File: config.mk
export PLATFORM = sky130hd
export DESIGN_NAME = pngunf_ram
export DESIGN_NICKNAME = d
export VERILOG_FILES = /design/src/design/pngunf_ram.sv
export SDC_FILE = /design/constraint.sdc
export NUM_CORES = 1
export LEC_CHECK = 0
export ABC_AREA = 1
export BUFFER_PORTS_ARGS = -buffer_cell sky130_fd_sc_hd__buf_2
export CAP_MARGIN = 20
export CORE_MARGIN = 1
export CORE_UTILIZATION = 33
export CTS_CLUSTER_SIZE = 20
export DETAILED_ROUTE_END_ITERATION = 12
export SLEW_MARGIN = 30
export SYNTH_ARGS = -nofsm -noshare
export SYNTH_HDL_FRONTEND = slang
export SYNTH_SLANG_ARGS = --single-unit
File: constraint.sdc
create_clock -name clk -period 1.5 [get_ports clk]
set_input_delay 0.075 -clock clk [delete_from_list [all_inputs] [get_ports clk]]
set_output_delay 0.075 -clock clk [all_outputs]
set_load 0.01 [all_outputs]
File: src/design/pngunf_ram.sv
// ----------------------------------------------------------------------------
// pngunf_ram
// Generic simple dual-port RAM: one write port, one read port, registered read.
// ----------------------------------------------------------------------------
module pngunf_ram #(
  parameter int WIDTH = 8,
  parameter int DEPTH = 16,
  localparam int AW = (DEPTH > 1) ? $clog2(DEPTH) : 1
) (
  input  logic             clk,
  input  logic             we,
  input  logic [AW-1:0]    waddr,
  input  logic [WIDTH-1:0] wdata,
  input  logic             re,
  input  logic [AW-1:0]    raddr,
  output logic [WIDTH-1:0] rdata
);

  logic [WIDTH-1:0] mem [DEPTH];

  always_ff @(posedge clk) begin
    if (we) begin
      mem[waddr] <= wdata;
    end
  end

  // Hold the last read word while re is low.
  always_ff @(posedge clk) begin
    if (re) begin
      rdata <= mem[raddr];
    end
  end

endmodule

==> flow_metrics.py <==
metrics = {
    "run_status": {
        "outcome": "finished clean",
    },
    "route": {
        "wl_per_cell_microns": 16.18,
        "drt_iter0_markers": 355,
        "drc": 0,
        "ant_nets": 0,
        "via_per_inst": 4.658,
        "drtPass1Iterations": 5,
        "routed_wl_mm": 13.45,
        "dr_total_vias": 3871,
    },
    "cts": {
        "cts.clk_slew.worst_paths_ns": 0.05,
        "cts_setup_buffers": 0,
        "root_buffer": "clkbuf_16",
        "ctsResizeCount": 0,
        "cts_tree": "done",
        "numCtsBuffers": 17,
        "cts_buffer_depth": 2,
        "cts_hold_buf": 0,
        "h-tree-depth": 4,
        "cts_sinks": 136,
        "clk_latency_ns": 0.41,
    },
    "global_route": {
        "grt_start_max_net_pins": 65,
        "grt_usage": 0.1619,
        "grt_pass1_wl_mm": 21.49,
        "grt-ovfl-total": 0,
        "first_global_vias": 3905,
        "grt_antenna_before_repair": 0,
    },
    "yosys": {
        "yosysUniqueCellTypes": 11,
        "synth_area_per_cell_sq_um": 10.61,
        "syn-cell-area_sq_um": 5847,
        "synthCells": 551,
        "ys_seq_area_frac": 0.6985,
        "ys_ff_latch": 136,
        "syn-num-nets": 570,
        "yosysWarningCount": 0,
    },
    "worst_setup_path": {
        "rrSetupSlack_ns": 0.31,
        "crit_fanout": 1,
        "worstRegToRegCells": 6,
        "worstSetupEndpointType": "register",
        "max_stage_delay_ns": 0.37,
        "crit_chain": "inv_1, nand2_1, nand3_1, nand3_1, nand3_1, nand2_1",
        "cp_common_cell": "nand3_1",
        "cp_slowest_cell": "edfxtp_1",
        "worst-setup-path-type": "reg -> reg",
        "cp-start-kind": "register",
        "r2r_start": "mem[6][3]",
        "cp_data_required_time_ns": 1.66,
        "rr_endpoint": "rdata[3]",
        "cp_data_arrival_time_ns": 1.34,
    },
    "finish": {
        "fin_cells": 831,
        "final_cell_mix": "nand2_1 (173), edfxtp_1 (136), inv_1 (100)",
        "diodes": 0,
        "drive_above_1_share": 0.1155,
        "fill_cells": 1725,
        "layout.cells.most_common": "nand2_1",
        "area_growth_pct": 15.90,
        "final_core_utilization": 0.3918,
        "num-nets-final": 613,
    },
    "floorplanning": {
        "io_pins": 27,
        "start_util": 0.3380,
        "die_x_microns": 135.1,
        "dieArea_sq_um": 18250,
        "floorplan.die.height_microns": 135.1,
        "rows": 48,
        "core_area_sq_um": 17300,
    },
    "power": {
        "power-per-cell-area_nw_per_um2": 1226,
        "p_leak_nw": 2.895,
        "ir_worst_vdd_uv": 840.7,
    },
    "placed_design": {
        "dp_hpwl_mm": 8.291,
        "placed_cells": 800,
        "io_buffers": 26,
        "gp_congestion": 0.8321,
    },
    "sta": {
        "fin_skew_ns": 0.003063,
        "grt_setup_unrepaired": "no",
        "max_slew_margin": 0.5829,
        "worst_slew_pin_slew_ns": 0.6248,
        "max_freq_ghz": 0.8433,
        "fin_crit_sh": 0.7905,
        "fin_hold_ws_ns": 0.02536,
        "final-max-slew-violation-count": 0,
        "setup_tns_ns": 0,
        "fin_crit_ns": 1.186,
        "hold_viol": 0,
        "finalSetupViolCount": 0,
    },
    "worst_hold_path": {
        "min_path_type": "in -> reg",
        "min_to": "rdata[2]",
        "min_from": "re",
        "hold_path_depth": 1,
    },
    "run": {
        "drv_cap": 0,
    },
}
[routing by layer]
| metal | GRT usage | wire length, microns | vias up |
|---|---|---|---|
| met4 | 0.07553 | 310 | 0 |
| met3 | 0.03604 | 727 | 30 |
| met5 | 0 | 0 | - |
| met2 | 0.2561 | 6256 | 130 |
| li1 | - | - | 1867 |
| met1 | 0.2112 | 6152 | 1844 |
[how the worst max path moves through the flow]
stage	slack, ns	startpoint	to	depth (start not counted)
after floorplan	0.47	waddr[2]	mem[10][0]	2
after global placement	0.13	raddr[0]	rdata[6]	8
after detailed placement	0.12	raddr[0]	rdata[6]	8
after CTS	0.31	mem[6][3]	rdata[3]	6
after global routing	0.22	mem[5][6]	rdata[6]	6
final	0.31	mem[6][3]	rdata[3]	6
[registers in the layout (all words and copies together) (netlist names)]
| register | cells |
|---|---|
| mem | 128 |
| rdata | 8 |
[cell usage after synthesis]
| cell | number | area (sq um) |
|---|---|---|
| buf_6 | 6 | 67.56 |
| nand3_1 | 97 | 485.5 |
| buf_2 | 13 | 65.06 |
| nand2_1 | 173 | 649.4 |
| inv_2 | 2 | 7.510 |
| edfxtp_1 | 136 | 4084 |
| buf_4 | 4 | 30.03 |
| nand3b_1 | 2 | 15.01 |
| inv_1 | 100 | 375.4 |
| nor2_1 | 17 | 63.81 |
| buf_1 | 1 | 3.750 |
[cell families after synthesis]
logic type | Yosys count | share of synthesized area
flops | 136 | 0.6985
buf+inv | 126 | 0.09394
simple gates | 289 | 0.2076
[per-stage QoR]
stage	area (sq um)	setup WS, ns	power [mW]
after floorplan	5847	0.4742	4.689
after detailed placement	6295	0.1249	4.921
after global routing	6777	0.2199	8.582
final	6777	0.3142	8.308
after global placement	6295	0.1313	4.913
after CTS	6777	0.3083	8.368
[layout make-up]
type,count,area [sq um],area share
sequential,136,4084,0.6027
multi-input combinational,289,1214,0.1791
clock buffer,24,451.7,0.06665
inverter,102,382.9,0.05650
timing repair buffer,48,332.8,0.04911
tap,225,281.5,0.04154
clock inverter,7,30.03,0.004431
[worst max-delay path: cells and delay by family (launching register included)]
kind	cells	cell delay [ns]
flops	1	0.37
simple gates	5	0.48
buf+inv	1	0.07
[where the power goes]
part | total [mW] | internal [mW] | switching (mW)
sequential | 4.31 | 4.28 | 0.0218
combinational | 0.533 | 0.157 | 0.376
clock | 3.47 | 2.06 | 1.40
total | 8.31 | 6.51 | 1.80
Note: power is estimated with default switching activity, not from simulation.
