## config.mk

```make
export PLATFORM = sky130hd
export DESIGN_NAME = pngunf_recon
export DESIGN_NICKNAME = d
export VERILOG_FILES = /design/src/design/pngunf_pkg.sv /design/src/design/pngunf_recon.sv
export SDC_FILE = /design/constraint.sdc
export NUM_CORES = 1
export LEC_CHECK = 0
export ABC_AREA = 1
export BUFFER_PORTS_ARGS = -buffer_cell sky130_fd_sc_hd__buf_2
export CAP_MARGIN = 20
export CORE_ASPECT_RATIO = 1.4
export CORE_MARGIN = 5
export CORE_UTILIZATION = 54
export CTS_BUF_LIST = sky130_fd_sc_hd__clkbuf_16
export DETAILED_ROUTE_END_ITERATION = 8
export HOLD_SLACK_MARGIN = 0.1
export PLACE_DENSITY = 0.77
export SYNTH_ARGS = -nofsm -noshare
export SYNTH_HDL_FRONTEND = slang
export SYNTH_SLANG_ARGS = --single-unit
```

## constraint.sdc

```tcl
create_clock -name clk -period 7.8 [get_ports clk]
set_clock_uncertainty 0.15 [all_clocks]
set_input_delay 1.17 -clock clk [delete_from_list [all_inputs] [get_ports clk]]
set_output_delay 1.17 -clock clk [all_outputs]
set_load 0.01 [all_outputs]
```

## src/design/pngunf_pkg.sv

```systemverilog
// ----------------------------------------------------------------------------
// pngunf_pkg
// Shared types, constants and predictor functions for the PNG unfilter block.
// ----------------------------------------------------------------------------
package pngunf_pkg;

  localparam int MAX_WIDTH_DEF = 4096;
  localparam int BPP           = 3;
  localparam int CFG_W         = 13;

  // Filter types as written in the row header byte.
  localparam logic [7:0] FTYPE_NONE  = 8'd0;
  localparam logic [7:0] FTYPE_SUB   = 8'd1;
  localparam logic [7:0] FTYPE_UP    = 8'd2;
  localparam logic [7:0] FTYPE_AVG   = 8'd3;
  localparam logic [7:0] FTYPE_PAETH = 8'd4;

  typedef enum logic [2:0] {
    FILT_NONE,
    FILT_SUB,
    FILT_UP,
    FILT_AVG,
    FILT_PAETH
  } filt_t;

  // One accepted byte as it moves from the row tracker to the reconstruction stage.
  typedef struct packed {
    logic [7:0] data;
    logic       marker;     // filter-type byte, gives no result
    filt_t      filt;
    logic       have_prev;
    logic       last;
  } unf_item_t;

  // Unknown filter types behave as None.
  function automatic filt_t filt_decode(input logic [7:0] code);
    filt_t f;
    unique case (code)
      FTYPE_NONE:  f = FILT_NONE;
      FTYPE_SUB:   f = FILT_SUB;
      FTYPE_UP:    f = FILT_UP;
      FTYPE_AVG:   f = FILT_AVG;
      FTYPE_PAETH: f = FILT_PAETH;
      default:     f = FILT_NONE;
    endcase
    return f;
  endfunction

  function automatic logic [8:0] absdiff9(input logic [8:0] x, input logic [8:0] y);
    return (x >= y) ? (x - y) : (y - x);
  endfunction

  // a = left, b = up, c = upper left
  function automatic logic [7:0] paeth(input logic [7:0] a, input logic [7:0] b,
                                       input logic [7:0] c);
    logic [8:0] pa;
    logic [8:0] pb;
    logic [8:0] pc;
    logic [7:0] res;
    pa = absdiff9({1'b0, b}, {1'b0, c});
    pb = absdiff9({1'b0, a}, {1'b0, c});
    pc = absdiff9({1'b0, a} + {1'b0, b}, {c, 1'b0});
    if (pa <= pb && pa <= pc) begin
      res = a;
    end else if (pb <= pc) begin
      res = b;
    end else begin
      res = c;
    end
    return res;
  endfunction

endpackage

```

## src/design/pngunf_recon.sv

```systemverilog
// ----------------------------------------------------------------------------
// pngunf_recon
// Reconstruction stage: predictors, pixel history, line-buffer write, output.
// ----------------------------------------------------------------------------
module pngunf_recon #(
  parameter int MAX_WIDTH = pngunf_pkg::MAX_WIDTH_DEF,
  localparam int DEPTH = MAX_WIDTH * pngunf_pkg::BPP,
  localparam int AW = (DEPTH > 1) ? $clog2(DEPTH) : 1
) (
  input  logic                  clk,
  input  logic                  rst,
  input  logic                  in_valid,
  input  pngunf_pkg::unf_item_t in_item,
  input  logic [AW-1:0]         in_idx,
  output logic                  in_ready,
  input  logic [7:0]            ram_rdata,
  output logic                  ram_we,
  output logic [AW-1:0]         ram_waddr,
  output logic [7:0]            ram_wdata,
  output logic                  out_valid,
  input  logic                  out_ready,
  output logic [7:0]            out_data,
  output logic                  out_last
);
  import pngunf_pkg::*;

  logic          s1_valid;
  unf_item_t     s1;
  logic [AW-1:0] s1_idx;
  logic          s1_adv;

  logic [7:0]    left_hist   [BPP];
  logic [7:0]    upleft_hist [BPP];

  logic [7:0]    left;
  logic [7:0]    up;
  logic [7:0]    upleft;
  logic [7:0]    pred;
  logic [7:0]    recon;
  logic [8:0]    avg_sum;

  // A filter-type byte never needs output space.
  assign s1_adv   = s1_valid && (s1.marker || !out_valid || out_ready);
  assign in_ready = !s1_valid || s1_adv;

  always_ff @(posedge clk) begin
    if (rst) begin
      s1_valid <= 1'b0;
    end else if (in_ready) begin
      s1_valid <= in_valid;
    end
  end

  always_ff @(posedge clk) begin
    if (in_ready && in_valid) begin
      s1     <= in_item;
      s1_idx <= in_idx;
    end
  end

  always_comb begin
    left    = left_hist[BPP-1];
    upleft  = upleft_hist[BPP-1];
    up      = s1.have_prev ? ram_rdata : 8'd0;
    avg_sum = {1'b0, left} + {1'b0, up};
    unique case (s1.filt)
      FILT_NONE:  pred = 8'd0;
      FILT_SUB:   pred = left;
      FILT_UP:    pred = up;
      FILT_AVG:   pred = avg_sum[8:1];
      FILT_PAETH: pred = paeth(left, up, upleft);
      default:    pred = 8'd0;
    endcase
    recon = s1.data + pred;
  end

  always_ff @(posedge clk) begin
    if (rst) begin
      for (int k = 0; k < BPP; k++) begin
        left_hist[k]   <= 8'd0;
        upleft_hist[k] <= 8'd0;
      end
    end else if (s1_adv) begin
      if (s1.marker) begin
        for (int k = 0; k < BPP; k++) begin
          left_hist[k]   <= 8'd0;
          upleft_hist[k] <= 8'd0;
        end
      end else begin
        left_hist[0]   <= recon;
        upleft_hist[0] <= up;
        for (int k = 1; k < BPP; k++) begin
          left_hist[k]   <= left_hist[k-1];
          upleft_hist[k] <= upleft_hist[k-1];
        end
      end
    end
  end

  assign ram_we    = s1_adv && !s1.marker;
  assign ram_waddr = s1_idx;
  assign ram_wdata = recon;

  always_ff @(posedge clk) begin
    if (rst) begin
      out_valid <= 1'b0;
    end else if (s1_adv && !s1.marker) begin
      out_valid <= 1'b1;
    end else if (out_ready) begin
      out_valid <= 1'b0;
    end
  end

  always_ff @(posedge clk) begin
    if (s1_adv && !s1.marker) begin
      out_data <= recon;
      out_last <= s1.last;
    end
  end

endmodule

```

==> run summary, run 1 <==
Tcrit/Tclk final: 115%
Post-synthesis sequential area ratio: 38.5%
Multiplexer share of the synthesized area: 0.316%
Power per cell area: 249 nW/um^2
Routed vias: 6549
Adder-cell share of the synthesized area: 16.8%
Main combinational cell family by area after synthesis: simple AND/OR/NAND/NOR gates
RSZ-0062 raised after global routing: yes
VDD IR-drop max: 0.225 mV
Final nets: 1148
Layout cell share with drive strength beyond 1: 33.7%
Chip width: 104 um
Clock Path Buffers: 2
Worst-Margin Slew: 1080 ps
Fin worst setup slack: -1140 ps
Clock Tree Root: clkbuf_16
Setup CP Type: in -> out
Synth Register Bits: 87
Synth warn: 0
Die Height: 142 um
Initial DRT Pass Iterations: 5
CTS tree: yes
Routed wl met3: 1.43 mm
Largest stage delay on the critical path: 310 ps
Final hold vios: 0
Synth Area in XOR/XNOR: 3.64%
Post-synth top area share: 37.9%
M1 WL: 7.14 mm
Total power: 2.27 mW
Port bufs: 73
Core box area: 12300 um^2
Overall Global Routing Usage: 27.0%
Synth Flop Type: edfxtp_1
Cell area after synthesis: 6740 um^2
Hold Crit Class: reg -> reg
Max Cap Viol: 0
DR top layer: met4
Die area: 14800 um^2
Synth Area in Simple Gates: 19.3%
Antenna violations before repair: 0
Total CTS buffers: 9
Number of synthesized flops with an enable pin: 85
# rows: 48
Status: complete, but fails checks
Met2 wire len: 11.2 mm
Violated checks: setup timing
Fraction of registers with async set or reset after synthesis: 0%
Initial cell density of the core: 54.7%
Routed length per placed instance: 18.4 um
Post-detail-place hpwl: 15.0 mm
Compound-Gate Fraction of Synth Area: 11.1%
Leakage: 4.55 nW
Fmax: 112 MHz
Clk_lat worst skew: 350 ps
Mapped Cells: 793
Post-CTS Hold Fix Bufs: 0
First-pass GRT wire length: 31.6 mm
Post-synth top cells: inv_1 (154), nand2_1 (134), edfxtp_1 (85), ha_1 (81), nor2_1 (77)
Relative slew slack: 27.4%
Diodes inserted: 0
Average size of a mapped cell: 8.50 um^2
Pins Over Slew Limit: 0
Most numerous cell in the Yosys netlist: inv_1
CP Launch Type: input port
Syn nets: 920
Largest net degree at the start of global routing: 49
Final wirelength: 21.6 mm
DRC Markers: 0
Top cell type by total area after synthesis: edfxtp_1
Synth cell types: 47
Crit path DAT: 7620 ps
Critical path fanouts, max: 5
Setup TNS: -5250 ps
Gr ovfl total: 0
CP Data Required Time: 6480 ps
Slowest cell on crit path: ha_1
Setup Viol. Count Final: 7
Worst-path clk slew: 80 ps
1st-iter DRT viols: 600
Vias in the first global route: 6480
Routed Antenna Nets: 0
Most used cell along the critical path: nand2_2
Vias per cell: 5.57
Gpl congestion: 0.999
Placement Setup Slack: -857 ps
CTS HTree Levels: 3
Number of I/O pins: 74
Critical Path End Type: output pin
CTS sink count: 87
Crit path time final: 8940 ps
Top post-synthesis cells by area: edfxtp_1 (38%), ha_1 (15%), inv_1 (8.6%)
Layout area overhead: 35.1%
final cells by class:
class                      count  area [um^2]
tap                          150          188
multi-input combinational    529         3770
timing repair buffer         230         1630
inverter                     164          623
fill                         798         3210
clock buffer                   9          225
sequential                    87         2590
clock inverter                 7         68.8
layer usage:
metal	up-vias	GRT usage, %
met1	3012	26.9
met3	136	5.13
met4	0	19.3
met2	338	49.6
li1	3063	-
met5	-	0
power breakdown:
| group | switching (mW) | leakage, nW | internal (mW) |
|---|---|---|---|
| logic | 0.682 | 3.52 | 0.592 |
| clock network | 0.204 | 0.147 | 0.227 |
| registers | 0.0169 | 0.886 | 0.548 |
| total | 0.903 | 4.55 | 1.37 |
through the flow:
step                      util, %  cells  cell area, um^2  hold WS [ps]
after floorplan                 -    793             6810           250
after global placement       66.1   1119             8140           259
after detailed placement     66.1   1119             8140           283
after CTS                    71.4   1155             8790           313
after global routing         73.9   1176             9100           372
final                        73.9   1176             9100           374
cells in the final DEF, fill, tap and decap left out, types with 3 or more instances in the layout:
cell type	instances
a21oi_1	39
a21oi_2	5
a31oi_1	4
buf_2	66
buf_4	149
buf_6	13
clkbuf_16	9
edfxtp_1	85
fa_1	5
ha_1	77
ha_4	4
inv_1	147
inv_2	13
inv_4	3
inv_6	3
inv_8	3
nand2_1	120
nand2_2	20
nand2_4	13
nand3_1	33
nand3_2	3
nand4_1	8
nor2_1	72
nor2_2	8
o2111ai_1	3
o211ai_1	4
o211ai_2	3
o21ai_0	20
o21ai_1	7
o21ai_2	3
o21bai_1	9
o22ai_1	7
xnor2_1	4
xor2_1	19
flip-flops by register name (all words and copies together) (netlist names):
register     cells
out_last         1
left_hist       24
s1_valid         1
upleft_hist     24
s1              14
out_data         8
out_valid        1
ram_waddr       14
final timing paths:
kind                 from  depth (start not counted)  slack (ps)           end
max          ram_rdata[0]                         48       -1140  ram_wdata[7]
min                 s1[0]                          0         370      out_last
max reg2reg         s1[1]                         48         250   out_data[7]
min reg2reg         s1[0]                          0         370      out_last
cells by family (layout without fill, tap and decap cells):
| logic type | count (synthesis) | after routing |
|---|---|---|
| and+or+nand+nor | 290 | 290 |
| buffers and inverters | 177 | 410 |
| AOI/OAI and AO/OA | 122 | 122 |
| adders and majority gates | 87 | 87 |
| DFF | 87 | 87 |
| xor gates and xnor gates | 28 | 28 |
| muxes | 2 | 2 |
worst max-delay path: cells and delay by family:
kind            cells  cell delay, ps
compound gates     15            2240
simple gates       19            2160
buf+inv             7             530
fa+ha+maj           5            1060
xor+xnor            2             440
timing repair:
item,CTS,global route
pin swaps,45,50
gates resized for setup,45,32
endpoints found under the setup margin,7,11
setup buffers,21,22
No activity file was read; power rests on OpenSTA's default activity.
==> run 2: changes to the inputs <==
--- a/config.mk
+++ b/config.mk
@@ -6,15 +6,17 @@
 export NUM_CORES = 1
 export LEC_CHECK = 0
 export ABC_AREA = 1
-export BUFFER_PORTS_ARGS = -buffer_cell sky130_fd_sc_hd__buf_2
+export BUFFER_PORTS_ARGS = -buffer_cell sky130_fd_sc_hd__buf_4
 export CAP_MARGIN = 20
+export CELL_PAD_IN_SITES_DETAIL_PLACEMENT = 0
+export CELL_PAD_IN_SITES_GLOBAL_PLACEMENT = 1
 export CORE_ASPECT_RATIO = 1.4
 export CORE_MARGIN = 5
-export CORE_UTILIZATION = 54
+export CORE_UTILIZATION = 45
 export CTS_BUF_LIST = sky130_fd_sc_hd__clkbuf_16
 export DETAILED_ROUTE_END_ITERATION = 8
 export HOLD_SLACK_MARGIN = 0.1
-export PLACE_DENSITY = 0.77
+export PLACE_DENSITY_LB_ADDON = 0.1
 export SYNTH_ARGS = -nofsm -noshare
 export SYNTH_HDL_FRONTEND = slang
 export SYNTH_SLANG_ARGS = --single-unit
==> constraint.sdc (replaced) <==
create_clock -name clk -period 8.9 [get_ports clk]
set_clock_uncertainty 0.15 [all_clocks]
set_input_delay 1.335 -clock clk [delete_from_list [all_inputs] [get_ports clk]]
set_output_delay 1.335 -clock clk [all_outputs]
set_load 0.01 [all_outputs]
==> run summary, run 2 (same netlist as run 1, synthesis figures left out) <==
Status: finished clean
Final wirelength: 20.1 mm
Power Internal: 1.15 mW
Largest registers: left_hist x24, upleft_hist x24
Total CTS buffers: 9
CTS sink count: 87
# rows: 53
Gpl congestion: 0.959
Tcrit/Tclk final: 98.4%
Fmax: 114 MHz
Initial DRT Pass Iterations: 5
Hold Crit Class: reg -> reg
First-pass GRT wire length: 31.4 mm
Routed length per placed instance: 17.9 um
Core box area: 14900 um^2
Layout area overhead: 28.4%
Setup CP Type: in -> out
Most used cell along the critical path: nand2_2
Clock Path Buffers: 2
Seq pwr share: 26.6%
Die area: 17600 um^2
Placed Area: 7720 um^2
Worst-Margin Slew: 1060 ps
Critical path fanouts, max: 8
Crit path DAT: 7270 ps
Crit path time final: 8750 ps
Placement Setup Slack: -256 ps
Number of I/O pins: 74
1st-iter DRT viols: 211
Leakage: 4.17 nW
Relative slew slack: 28.6%
Setup Viol. Count Final: 0
RSZ-0062 raised after global routing: yes
CTS tree: yes
Diodes inserted: 0
Vias in the first global route: 5964
Switch share: 38.5%
Comb pwr share: 52.1%
Final nets: 1056
VDD IR-drop max: 0.164 mV
Commonest non-fill, non-tap cells in the layout: inv_1 (148), buf_4 (133), nand2_1 (122), edfxtp_1 (85), ha_1 (74)
Initial cell density of the core: 45.4%
Design area: 8650 um^2
Gr ovfl total: 0
CP Launch Type: input port
Clock Tree Root: clkbuf_16
Commonest non-fill, non-tap cell in the layout: inv_1
Cells after DPL: 1082
Antenna violations before repair: 0
Switching pwr: 721 uW
Overall Global Routing Usage: 23.1%
CTS HTree Levels: 3
Worst-path clk slew: 60 ps
Port bufs: 73
Chip width: 113 um
Post-CTS Hold Fix Bufs: 0
Largest net degree at the start of global routing: 49
DRC Markers: 0
Post-detail-place hpwl: 16.2 mm
Routed Antenna Nets: 0
Largest stage delay on the critical path: 390 ps
Clk_lat worst skew: 330 ps
Clock power frac: 21.3%
Layout cell share with drive strength beyond 1: 27.6%
Layout Cells excl Fill: 1126
Slowest cell on crit path: ha_1
Max Cap Viol: 0
CP Data Required Time: 7410 ps
Pins Over Slew Limit: 0
Power per cell area: 216 nW/um^2
Die Height: 155 um
Final hold vios: 0
Vias per cell: 5.12
Critical Path End Type: output pin
Routed vias: 5764
Fin worst setup slack: 146 ps
-- run 2: power groups by stage --
stage               clock network, mW  logic (mW)  registers, mW
CTS                             0.407       0.886          0.497
finish                          0.399       0.975          0.497
detailed placement                  0       0.809          0.505
floorplan                           0       0.542          0.502
global route                    0.423        1.09          0.499
global placement                    0       0.795          0.505
-- run 2: final cells by class --
type	instances	area (um^2)
Fill cell	1366	6200
Multi-Input combinational cell	529	3800
Sequential cell	87	2590
Timing Repair Buffer	138	1070
Inverter	164	628
Tap cell	192	240
Clock buffer	9	225
Clock inverter	7	96.3
-- run 2: per-layer routing --
| metal | vias to the layer above | part of all wire, % | GRT usage [%] |
|---|---|---|---|
| met2 | 143 | 53 | 42.7 |
| met4 | 0 | 6.3 | 13.6 |
| met1 | 2702 | 37 | 24.9 |
| met3 | 52 | 3.5 | 2.94 |
| li1 | 2867 | - | - |
| met5 | - | 0 | 0 |
-- run 2: path summary, 6_finish.rpt --
kind / endpoint / cells after the start / slack, ps / start
setup / recovery: ram_wdata[7] / 42 / 150 / ram_rdata[2]
hold / removal: out_last / 0 / 290 / s1[0]
setup reg to reg: left_hist[0][7] / 42 / 1740 / s1[1]
hold reg to reg: out_last / 0 / 290 / s1[0]
-- run 2: metrics by stage --
step / hold slack (ps) / setup TNS, ps / util [%] / power [mW]
final: 287 / 0 / 58.3 / 1.87
after global routing: 299 / -488 / 58.3 / 2.01
after CTS: 283 / 0 / 56.2 / 1.79
after detailed placement: 268 / -516 / 52.0 / 1.31
after global placement: 253 / -80.9 / 52.0 / 1.30
after floorplan: 250 / 0 / - / 1.04
-- run 2: what timing repair did --
item	in CTS	in global routing
pin swaps	29	45
setup buffers	18	9
endpoints found under the hold margin	0	0
gates resized for setup	33	55
cloned	0	0
endpoints found under the setup margin	3	6
-- run 2: worst max-delay path: cells and delay by family --
kind                       cells  cell delay [ps]
AOI/OAI and AO/OA             13             1690
xor gates and xnor gates       3              550
adders and majority gates      3              960
and+or+nand+nor               16             1830
muxes                          1              290
buffers and inverters          6              600
