<file path="config.mk">
export PLATFORM = sky130hd
export DESIGN_NAME = pngunf_front
export DESIGN_NICKNAME = d
export VERILOG_FILES = /design/src/design/pngunf_pkg.sv /design/src/design/pngunf_front.sv
export SDC_FILE = /design/constraint.sdc
export NUM_CORES = 1
export LEC_CHECK = 0
export ABC_AREA = 1
export BUFFER_PORTS_ARGS = -buffer_cell sky130_fd_sc_hd__buf_2
export CORE_UTILIZATION = 55
export DETAILED_ROUTE_END_ITERATION = 7
export GPL_TIMING_DRIVEN = 0
export PLACE_DENSITY = 0.9
export SYNTH_ARGS = -nofsm -noshare
export SYNTH_HDL_FRONTEND = slang
export SYNTH_SLANG_ARGS = --single-unit
export TNS_END_PERCENT = 20
</file>
<file path="constraint.sdc">
create_clock -name clk -period 9.1 [get_ports clk]
set_clock_uncertainty 0.1 [all_clocks]
set_input_delay 1.365 -clock clk [delete_from_list [all_inputs] [get_ports clk]]
set_output_delay 1.365 -clock clk [all_outputs]
set_load 0.05 [all_outputs]
</file>
<file path="src/design/pngunf_pkg.sv">
// ----------------------------------------------------------------------------
// pngunf_pkg
// Shared types, constants and predictor functions for the PNG unfilter block.
// ----------------------------------------------------------------------------
package pngunf_pkg;

  localparam int MAX_WIDTH_DEF = 4096;
  localparam int BPP           = 3;
  localparam int CFG_W         = 13;

  // Filter types as written in the row header byte.
  localparam logic [7:0] FTYPE_NONE  = 8'd0;
  localparam logic [7:0] FTYPE_SUB   = 8'd1;
  localparam logic [7:0] FTYPE_UP    = 8'd2;
  localparam logic [7:0] FTYPE_AVG   = 8'd3;
  localparam logic [7:0] FTYPE_PAETH = 8'd4;

  typedef enum logic [2:0] {
    FILT_NONE,
    FILT_SUB,
    FILT_UP,
    FILT_AVG,
    FILT_PAETH
  } filt_t;

  // One accepted byte as it moves from the row tracker to the reconstruction stage.
  typedef struct packed {
    logic [7:0] data;
    logic       marker;     // filter-type byte, gives no result
    filt_t      filt;
    logic       have_prev;
    logic       last;
  } unf_item_t;

  // Unknown filter types behave as None.
  function automatic filt_t filt_decode(input logic [7:0] code);
    filt_t f;
    unique case (code)
      FTYPE_NONE:  f = FILT_NONE;
      FTYPE_SUB:   f = FILT_SUB;
      FTYPE_UP:    f = FILT_UP;
      FTYPE_AVG:   f = FILT_AVG;
      FTYPE_PAETH: f = FILT_PAETH;
      default:     f = FILT_NONE;
    endcase
    return f;
  endfunction

  function automatic logic [8:0] absdiff9(input logic [8:0] x, input logic [8:0] y);
    return (x >= y) ? (x - y) : (y - x);
  endfunction

  // a = left, b = up, c = upper left
  function automatic logic [7:0] paeth(input logic [7:0] a, input logic [7:0] b,
                                       input logic [7:0] c);
    logic [8:0] pa;
    logic [8:0] pb;
    logic [8:0] pc;
    logic [7:0] res;
    pa = absdiff9({1'b0, b}, {1'b0, c});
    pb = absdiff9({1'b0, a}, {1'b0, c});
    pc = absdiff9({1'b0, a} + {1'b0, b}, {c, 1'b0});
    if (pa <= pb && pa <= pc) begin
      res = a;
    end else if (pb <= pc) begin
      res = b;
    end else begin
      res = c;
    end
    return res;
  endfunction

endpackage

</file>
<file path="src/design/pngunf_front.sv">
// ----------------------------------------------------------------------------
// pngunf_front
// Row tracker: width register, column position, filter type, line-buffer read.
// ----------------------------------------------------------------------------
module pngunf_front #(
  parameter int MAX_WIDTH = pngunf_pkg::MAX_WIDTH_DEF,
  localparam int DEPTH = MAX_WIDTH * pngunf_pkg::BPP,
  localparam int AW = (DEPTH > 1) ? $clog2(DEPTH) : 1,
  localparam int CW = $clog2(DEPTH + 1)
) (
  input  logic                          clk,
  input  logic                          rst,
  input  logic                          cfg_wr_en,
  input  logic [pngunf_pkg::CFG_W-1:0]  cfg_wr_data,
  input  logic                          in_valid,
  input  logic [7:0]                    in_data,
  input  logic                          in_frame_start,
  input  logic                          down_ready,
  output logic                          in_ready,
  output logic                          item_valid,
  output pngunf_pkg::unf_item_t         item,
  output logic [AW-1:0]                 item_idx,
  output logic                          ram_re,
  output logic [AW-1:0]                 ram_raddr
);
  import pngunf_pkg::*;

  localparam int WW = ($clog2(MAX_WIDTH + 1) > CFG_W) ? $clog2(MAX_WIDTH + 1) : CFG_W;

  logic [CFG_W-1:0] image_width;
  logic [CW-1:0]    column_pos;
  logic [CW-1:0]    column_pos_next;
  logic             have_prev_row;
  logic             have_prev_row_next;
  filt_t            row_filter;

  logic [WW-1:0]    w_ext;
  logic [WW-1:0]    w_clamp;
  logic [CW-1:0]    nbytes;
  logic [CW-1:0]    col_eff;
  logic [CW-1:0]    col_m1;
  logic             hp_eff;
  logic             marker;
  logic             last;
  logic             accept;

  always_ff @(posedge clk) begin
    if (rst) begin
      image_width <= CFG_W'(1);
    end else if (cfg_wr_en) begin
      image_width <= cfg_wr_data;
    end
  end

  // Zero width acts as one pixel, width above the buffer as the buffer size.
  always_comb begin
    w_ext = WW'(image_width);
    if (w_ext == '0) begin
      w_clamp = WW'(1);
    end else if (w_ext > WW'(MAX_WIDTH)) begin
      w_clamp = WW'(MAX_WIDTH);
    end else begin
      w_clamp = w_ext;
    end
    nbytes = CW'(CW'(w_clamp) * CW'(BPP));
  end

  assign in_ready = down_ready;
  assign accept   = in_valid && in_ready;

  always_comb begin
    col_eff = in_frame_start ? '0 : column_pos;
    hp_eff  = in_frame_start ? 1'b0 : have_prev_row;
    marker  = (col_eff == '0);
    col_m1  = col_eff - CW'(1);
    last    = !marker && (col_eff >= nbytes);

    if (marker) begin
      column_pos_next    = CW'(1);
      have_prev_row_next = hp_eff;
    end else if (last) begin
      column_pos_next    = '0;
      have_prev_row_next = 1'b1;
    end else begin
      column_pos_next    = col_eff + CW'(1);
      have_prev_row_next = hp_eff;
    end
  end

  always_ff @(posedge clk) begin
    if (rst) begin
      column_pos    <= '0;
      have_prev_row <= 1'b0;
      row_filter    <= FILT_NONE;
    end else if (accept) begin
      column_pos    <= column_pos_next;
      have_prev_row <= have_prev_row_next;
      if (marker) begin
        row_filter <= filt_decode(in_data);
      end
    end
  end

  assign item_valid     = accept;
  assign item.data      = in_data;
  assign item.marker    = marker;
  assign item.filt      = row_filter;
  assign item.have_prev = hp_eff;
  assign item.last      = last;
  assign item_idx       = col_m1[AW-1:0];

  assign ram_re    = accept && !marker;
  assign ram_raddr = col_m1[AW-1:0];

endmodule

</file>
==> flow_summary.toml, run 1 <==
[cts]
hold_buffers = 0
cts.repair.resized = 0
clock_sink_count = 31
clkLatencyLatePin_ns = 0.29
cts-htree-levels = 2
path_clk_slew_ns = 0.07
cts_inserted_buffers = 5
cts-root-buf = "clkbuf_8"
cts_tree = "built"
cts_max_path_buffers = 2
post_cts_buffers = 0

[detailed_routing]
dr_wl_met2_um = 4048
wirelength_um = 7793
drc = 0
via_per_inst = 5.333
dr_wl_met3_um = 423
top_layer_used = "met4"
via_count = 3365
postRouteAntennaNets = 0
wl_met1_um = 3183
initialDrtViolationCount = 188
dr.pass1.iters = 5
routedWlPerCell_um = 12.35

[floorplanning]
core_area_um2 = 5540
start_util_pct = 57.72
row_count = 27
die_w_um = 78.26
io_pins = 72
die_area_um2 = 6124
die_h_um = 78.26

[finish]
fin_util_pct = 67.48
final_nets = 612
final_common_cell = "nand2_1"
layout_common_cells = "nand2_1 (82), buf_2 (70), inv_1 (67)"
antenna-diode-count = 0
syn2layout_area_growth_pct = 16.90
layout-drive-gt1-share_pct = 26.65

[power]
power.density_nw_per_um2 = 109.9
vdd_drop_max_v = 0.00008502
power_mw = 0.4108
p_leak_nw = 1.909

[critical_path]
crit_path_top_delay_cell = "dfxtp_1"
required_ns = 7.64
cp.arrival_ns = 4.64
crit_top_cell = "nand2_1"
end_kind = "output pin"
slowest_delay_ns = 0.50
crit_path_start = "image_width[4]$_SDFFE_PP0P_"
cp_num_buf_inv = 6
path_delay_family = "simple AND/OR/NAND/NOR gates"
critPathLaunchType = "register"
critPathKind = "reg2out"
r2r_start = "image_width[4]$_SDFFE_PP0P_"
path_max_fanout = 10

[synthesis]
yosysWarnings = 0
postSynthAreaPerCell_um2 = 6.649
syn_area_um2 = 3198
synth_ff_type = "dfxtp_1"
yosysTopAreaCell = "dfxtp_1"
async_flop_share_pct = 0
syn_inst = 481
synth-edff-count = 0
ys_ff_latch = 31
synth.top_cell.area_share_pct = 19.41
synth-seq-area-share_pct = 19.41
syn_nets = 535
yosys-top-cells-area = "dfxtp_1 (19%), ha_1 (10%), nand2_1 (9.6%), inv_1 (7.9%), buf_4 (6.1%)"
ys_types = 39

[global_routing]
track_usage_pct = 26.18
grt_pass1_wl_um = 13040
grt_max_degree = 11
antenna_found_initial = 0
overflow = 0
grt_pass1_vias = 3179

[sta]
drv_slew = 0
post-route-period-util_pct = 67.12
finalHoldViolations = 0
setup_viol = 0
rsz0062_at_grt = "false"
fmax_mhz = 163.7
worst_slack_ns = 2.992
max_slew_margin_pct = 60.67
period_needed_ns = 6.108
finalHoldWorstSlack_ns = 0.3701
tns_ns = 0
tightest_slew_ns = 0.5899

[placement]
hpwl_um = 6241
routabilityCongestion = 0.9218
io_buffers = 70
pre_cts_slack_ns = 3.360

[outcome]
status = "completed"

[worst_hold_path]
holdCritStartpoint = "row_filter[2]$_SDFFE_PP0P_"
hp-class = "reg2reg"

[job]
maxCapViolCount = 0
[area by class of cell]
class | instances | area, um2
multi-input combinational | 340 | 2036
fill | 488 | 1802
sequential | 31 | 620.6
timing repair buffer | 70 | 350.3
inverter | 74 | 277.8
buffer | 36 | 264.0
clock buffer | 8 | 100.1
tap | 72 | 90.09
[registers in the layout (all words and copies together) (netlist names)]
| signal | flops |
|---|---|
| column_pos | 14 |
| have_prev_row | 1 |
| row_filter | 3 |
| image_width | 13 |
[synth_stat cells, types with 6 or more instances]
cell type	n
ha_1	26
nor3_1	7
nand2_2	9
xnor2_1	6
inv_1	67
a21oi_1	38
nand4_1	12
buf_4	26
clkbuf_1	7
nor2_1	47
nor2_2	9
nand3_1	30
xor2_1	15
dfxtp_1	31
o21ai_0	21
nand2_1	82
inv_2	7
[path summary, 6_finish.rpt]
check / to / slack, ns / cells past startpoint
worst max-delay path: item[0] / 2.99 / 27
worst min-delay path: row_filter[2]$_SDFFE_PP0P_ / 0.37 / 2
worst max register to register: column_pos[3]$_SDFFE_PP0P_ / 4.69 / 26
worst min register to register: row_filter[2]$_SDFFE_PP0P_ / 0.37 / 2
[worst min-delay path: stages, from the launching register on]
cell	delay, ns
dfxtp_1	0.31
nand2_1	0.06
a21oi_1	0.06
[routing by layer]
metal	vias to the layer above	track usage (%)
li1	1684	-
met1	1541	27.78
met2	124	51.23
met3	16	4.302
met4	0	9.259
met5	-	0
[per-stage QoR]
step	instance area, um2	instances
final	3739	631
after global routing	3739	631
after CTS	3739	631
after detailed placement	3638	623
after global placement	3638	623
after floorplan	3198	481
[where the power goes]
part	total, mW	internal [mW]	switching (mW)	leakage, nW
sequential	0.144	0.140	0.00373	0.253
combinational	0.142	0.0467	0.0952	1.60
clock	0.125	0.0691	0.0557	0.0515
total	0.411	0.256	0.155	1.91
[logic make-up (layout without fill, tap and decap cells)]
logic type / Yosys count / after routing / share of synthesized area [%]
AO/OA/AOI/OAI: 74 / 74 / 12.75
buffers and inverters: 110 / 188 / 16.94
XOR/XNOR: 21 / 21 / 5.751
flip-flops: 31 / 31 / 19.41
AND/OR/NAND/NOR: 218 / 218 / 34.35
adder cells (fa/ha/maj): 27 / 27 / 10.80
(Power assumes the default switching activity.)
==> inputs of run 2 (changes only) <==
--- a/config.mk
+++ b/config.mk
@@ -5,12 +5,12 @@
 export SDC_FILE = /design/constraint.sdc
 export NUM_CORES = 1
 export LEC_CHECK = 0
-export ABC_AREA = 1
+export ABC_AREA = 0
 export BUFFER_PORTS_ARGS = -buffer_cell sky130_fd_sc_hd__buf_2
-export CORE_UTILIZATION = 55
+export CORE_UTILIZATION = 50
 export DETAILED_ROUTE_END_ITERATION = 7
 export GPL_TIMING_DRIVEN = 0
-export PLACE_DENSITY = 0.9
+export PLACE_DENSITY = 0.87
 export SYNTH_ARGS = -nofsm -noshare
 export SYNTH_HDL_FRONTEND = slang
 export SYNTH_SLANG_ARGS = --single-unit
==> constraint.sdc (replaced) <==
create_clock -name clk -period 5.4 [get_ports clk]
set_clock_uncertainty 0.1 [all_clocks]
set_input_delay 0.81 -clock clk [delete_from_list [all_inputs] [get_ports clk]]
set_output_delay 0.81 -clock clk [all_outputs]
set_load 0.05 [all_outputs]
==> run 2 against run 1 <==
- power increased by 57%
- core utilization shrank 3.1 points
- via count is 8.7% lower
- combinational power rose by 56%
- largest power group unchanged
- count of clock-buffer cells in the layout decreased by 1
- hold slack lost 0.017 ns
- cell count fell by 14%
- cell area shrank 2.8%
- first-iteration DRC count up 6.9%
- sequential power rose by 68%
- synthesized area decreased by 5.9%
- sequential share of layout area is 0.61 points higher
- highest routed layer unchanged
==> flow_summary.toml, run 2 <==
[cts]
clock_sink_count = 31
cts_tree = "built"
cts_inserted_buffers = 5
cts-htree-levels = 2
clkLatencyLatePin_ns = 0.29
cts-root-buf = "clkbuf_8"
hold_buffers = 0
path_clk_slew_ns = 0.07
cts_max_path_buffers = 2

[finish]
largest_register = "column_pos"
layout-drive-gt1-share_pct = 30.34
antenna-diode-count = 0
reg_top3 = "column_pos x14, image_width x13, row_filter x3"
postLayoutCellArea_um2 = 3635
syn2layout_area_growth_pct = 20.74
largest_reg_flops = 14
final_common_cell = "buf_2"
final_nets = 521
layout_common_cells = "buf_2 (69), nor2_1 (38), buf_4 (36)"

[floorplanning]
die_w_um = 79.60
core_area_um2 = 5642
row_count = 27
die_h_um = 79.60
die_area_um2 = 6335
io_pins = 72
start_util_pct = 53.36

[synthesis]
synth_ff_type = "dfxtp_1"
yosysWarnings = 0
synth_commonest_cells = "nor2_1 (38), dfxtp_1 (31), nand2_1 (31)"
postSynthAreaPerCell_um2 = 7.819
yosys-top-cells-area = "dfxtp_1 (21%), ha_1 (11%), buf_4 (7.0%), nor2_1 (4.7%), xnor2_1 (4.7%)"
post-synth-top-count-cell = "nor2_1"
yosysTopAreaCell = "dfxtp_1"
async_flop_share_pct = 0
synth-edff-count = 0
syn_area_um2 = 3010
syn_nets = 439
ys_types = 64
syn_inst = 385
synth.top_cell.area_share_pct = 20.62
synth-seq-area-share_pct = 20.62
ys_ff_latch = 31

[job]
maxCapViolCount = 0

[critical_path]
required_ns = 4.49
r2r_slack_ns = 0.81
reg2reg_depth = 18
critPathKind = "reg2out"
path_max_fanout = 10
end_kind = "output pin"
critPathLaunchType = "register"
cp.arrival_ns = 4.34

[detailed_routing]
wirelength_um = 8019
drc = 0
initialDrtViolationCount = 201
dr.pass1.iters = 5
via_count = 3072
via_per_inst = 5.689
routedWlPerCell_um = 14.85
postRouteAntennaNets = 0

[global_routing]
grt_pass1_wl_um = 13160
overflow = 0
grt_pass1_vias = 2866
grt_max_degree = 11
track_usage_pct = 26.46
antenna_found_initial = 0

[placement]
routabilityCongestion = 0.9599
io_buffers = 69
placedInstanceArea_um2 = 3446
pre_cts_slack_ns = -0.3377
hpwl_um = 6069

[sta]
tightest_slew_ns = 0.7038
max_slew_margin_pct = 53.08
tns_ns = 0
period_needed_ns = 5.251
finalHoldViolations = 0
finalHoldWorstSlack_ns = 0.3526
drv_slew = 0
post-route-period-util_pct = 97.23
fmax_mhz = 190.5
setup_viol = 0
worst_slack_ns = 0.1494

[outcome]
status = "completed"

[power]
vdd_drop_max_v = 0.0001718
p_leak_nw = 1.681
power.density_nw_per_um2 = 177.2

[worst_hold_path]
hp-class = "reg2reg"
holdPathStages = 2
## run 2: cell type report
type | instances | area, um2
inverters | 18 | 70.07
repair buffers | 77 | 407.9
multi-input cells | 289 | 2066
fillers | 485 | 2007
clock buffers | 7 | 76.32
flip-flops and latches | 31 | 625.6
clock inverters | 1 | 5.005
plain buffers | 45 | 294.0
well taps | 72 | 90.09
## run 2: cell families (layout without fill, tap and decap cells)
| family | Yosys count | in the layout | synth area share (%) |
|---|---|---|---|
| compound gates | 79 | 79 | 18.54 |
| xor+xnor | 24 | 24 | 6.982 |
| fa+ha+maj | 27 | 27 | 11.47 |
| buf+inv | 65 | 148 | 12.01 |
| flops | 31 | 31 | 20.62 |
| mux | 14 | 14 | 4.696 |
| simple gates | 145 | 145 | 25.69 |
## run 2: worst max-delay path, cell delays in order, from the launching register on
cell and delay [ns]:
dfxtp_2 0.38, nor4_2 0.29, nand4_1 0.23, a21oi_2 0.20
ha_2 0.24, fa_1 0.24, a21oi_2 0.09, a211oi_2 0.23
a311oi_2 0.09, buf_4 0.19, xnor2_1 0.17, ha_1 0.27
and3_1 0.18, a221o_1 0.32, a41oi_2 0.24, o31a_1 0.18
buf_6 0.14, nor2_1 0.05, buf_4 0.12, clkbuf_4 0.20
## run 2: worst paths after layout
path,endpoint,start
max,item[0],image_width[3]$_SDFFE_PP0P_
min,row_filter[1]$_SDFFE_PP0P_,row_filter[1]$_SDFFE_PP0P_
max reg2reg,column_pos[8]$_SDFFE_PP0P_,image_width[3]$_SDFFE_PP0P_
min reg2reg,row_filter[1]$_SDFFE_PP0P_,row_filter[1]$_SDFFE_PP0P_
## run 2: timing repair
action	CTS	global route
buffers inserted	1	7
endpoints found under the hold margin	0	0
pin swaps	1	7
resized for setup	9	9
setup endpoints to repair	1	1
## run 2: per-stage QoR
step                      util (%)  total power, mW  cells
after floorplan                  -           0.4022    385
after global placement       61.08           0.4436    526
after detailed placement     61.08           0.4506    526
after CTS                    63.05           0.6299    533
after global routing         64.43           0.6745    540
final                        64.43           0.6441    540
## run 2: routing by layer
metal	global-route usage, %	routed length, um	vias up
met4	8.364	130	0
met5	0	0	-
met1	35.18	3459	1432
li1	-	-	1501
met3	4.571	565	14
met2	43.08	3864	125
## run 2: where the power goes
part | internal, mW | switching [mW] | total [mW]
Sequential | 0.235 | 0.00680 | 0.242
Combinational | 0.0807 | 0.140 | 0.221
Clock | 0.0904 | 0.0913 | 0.182
Total | 0.406 | 0.238 | 0.644
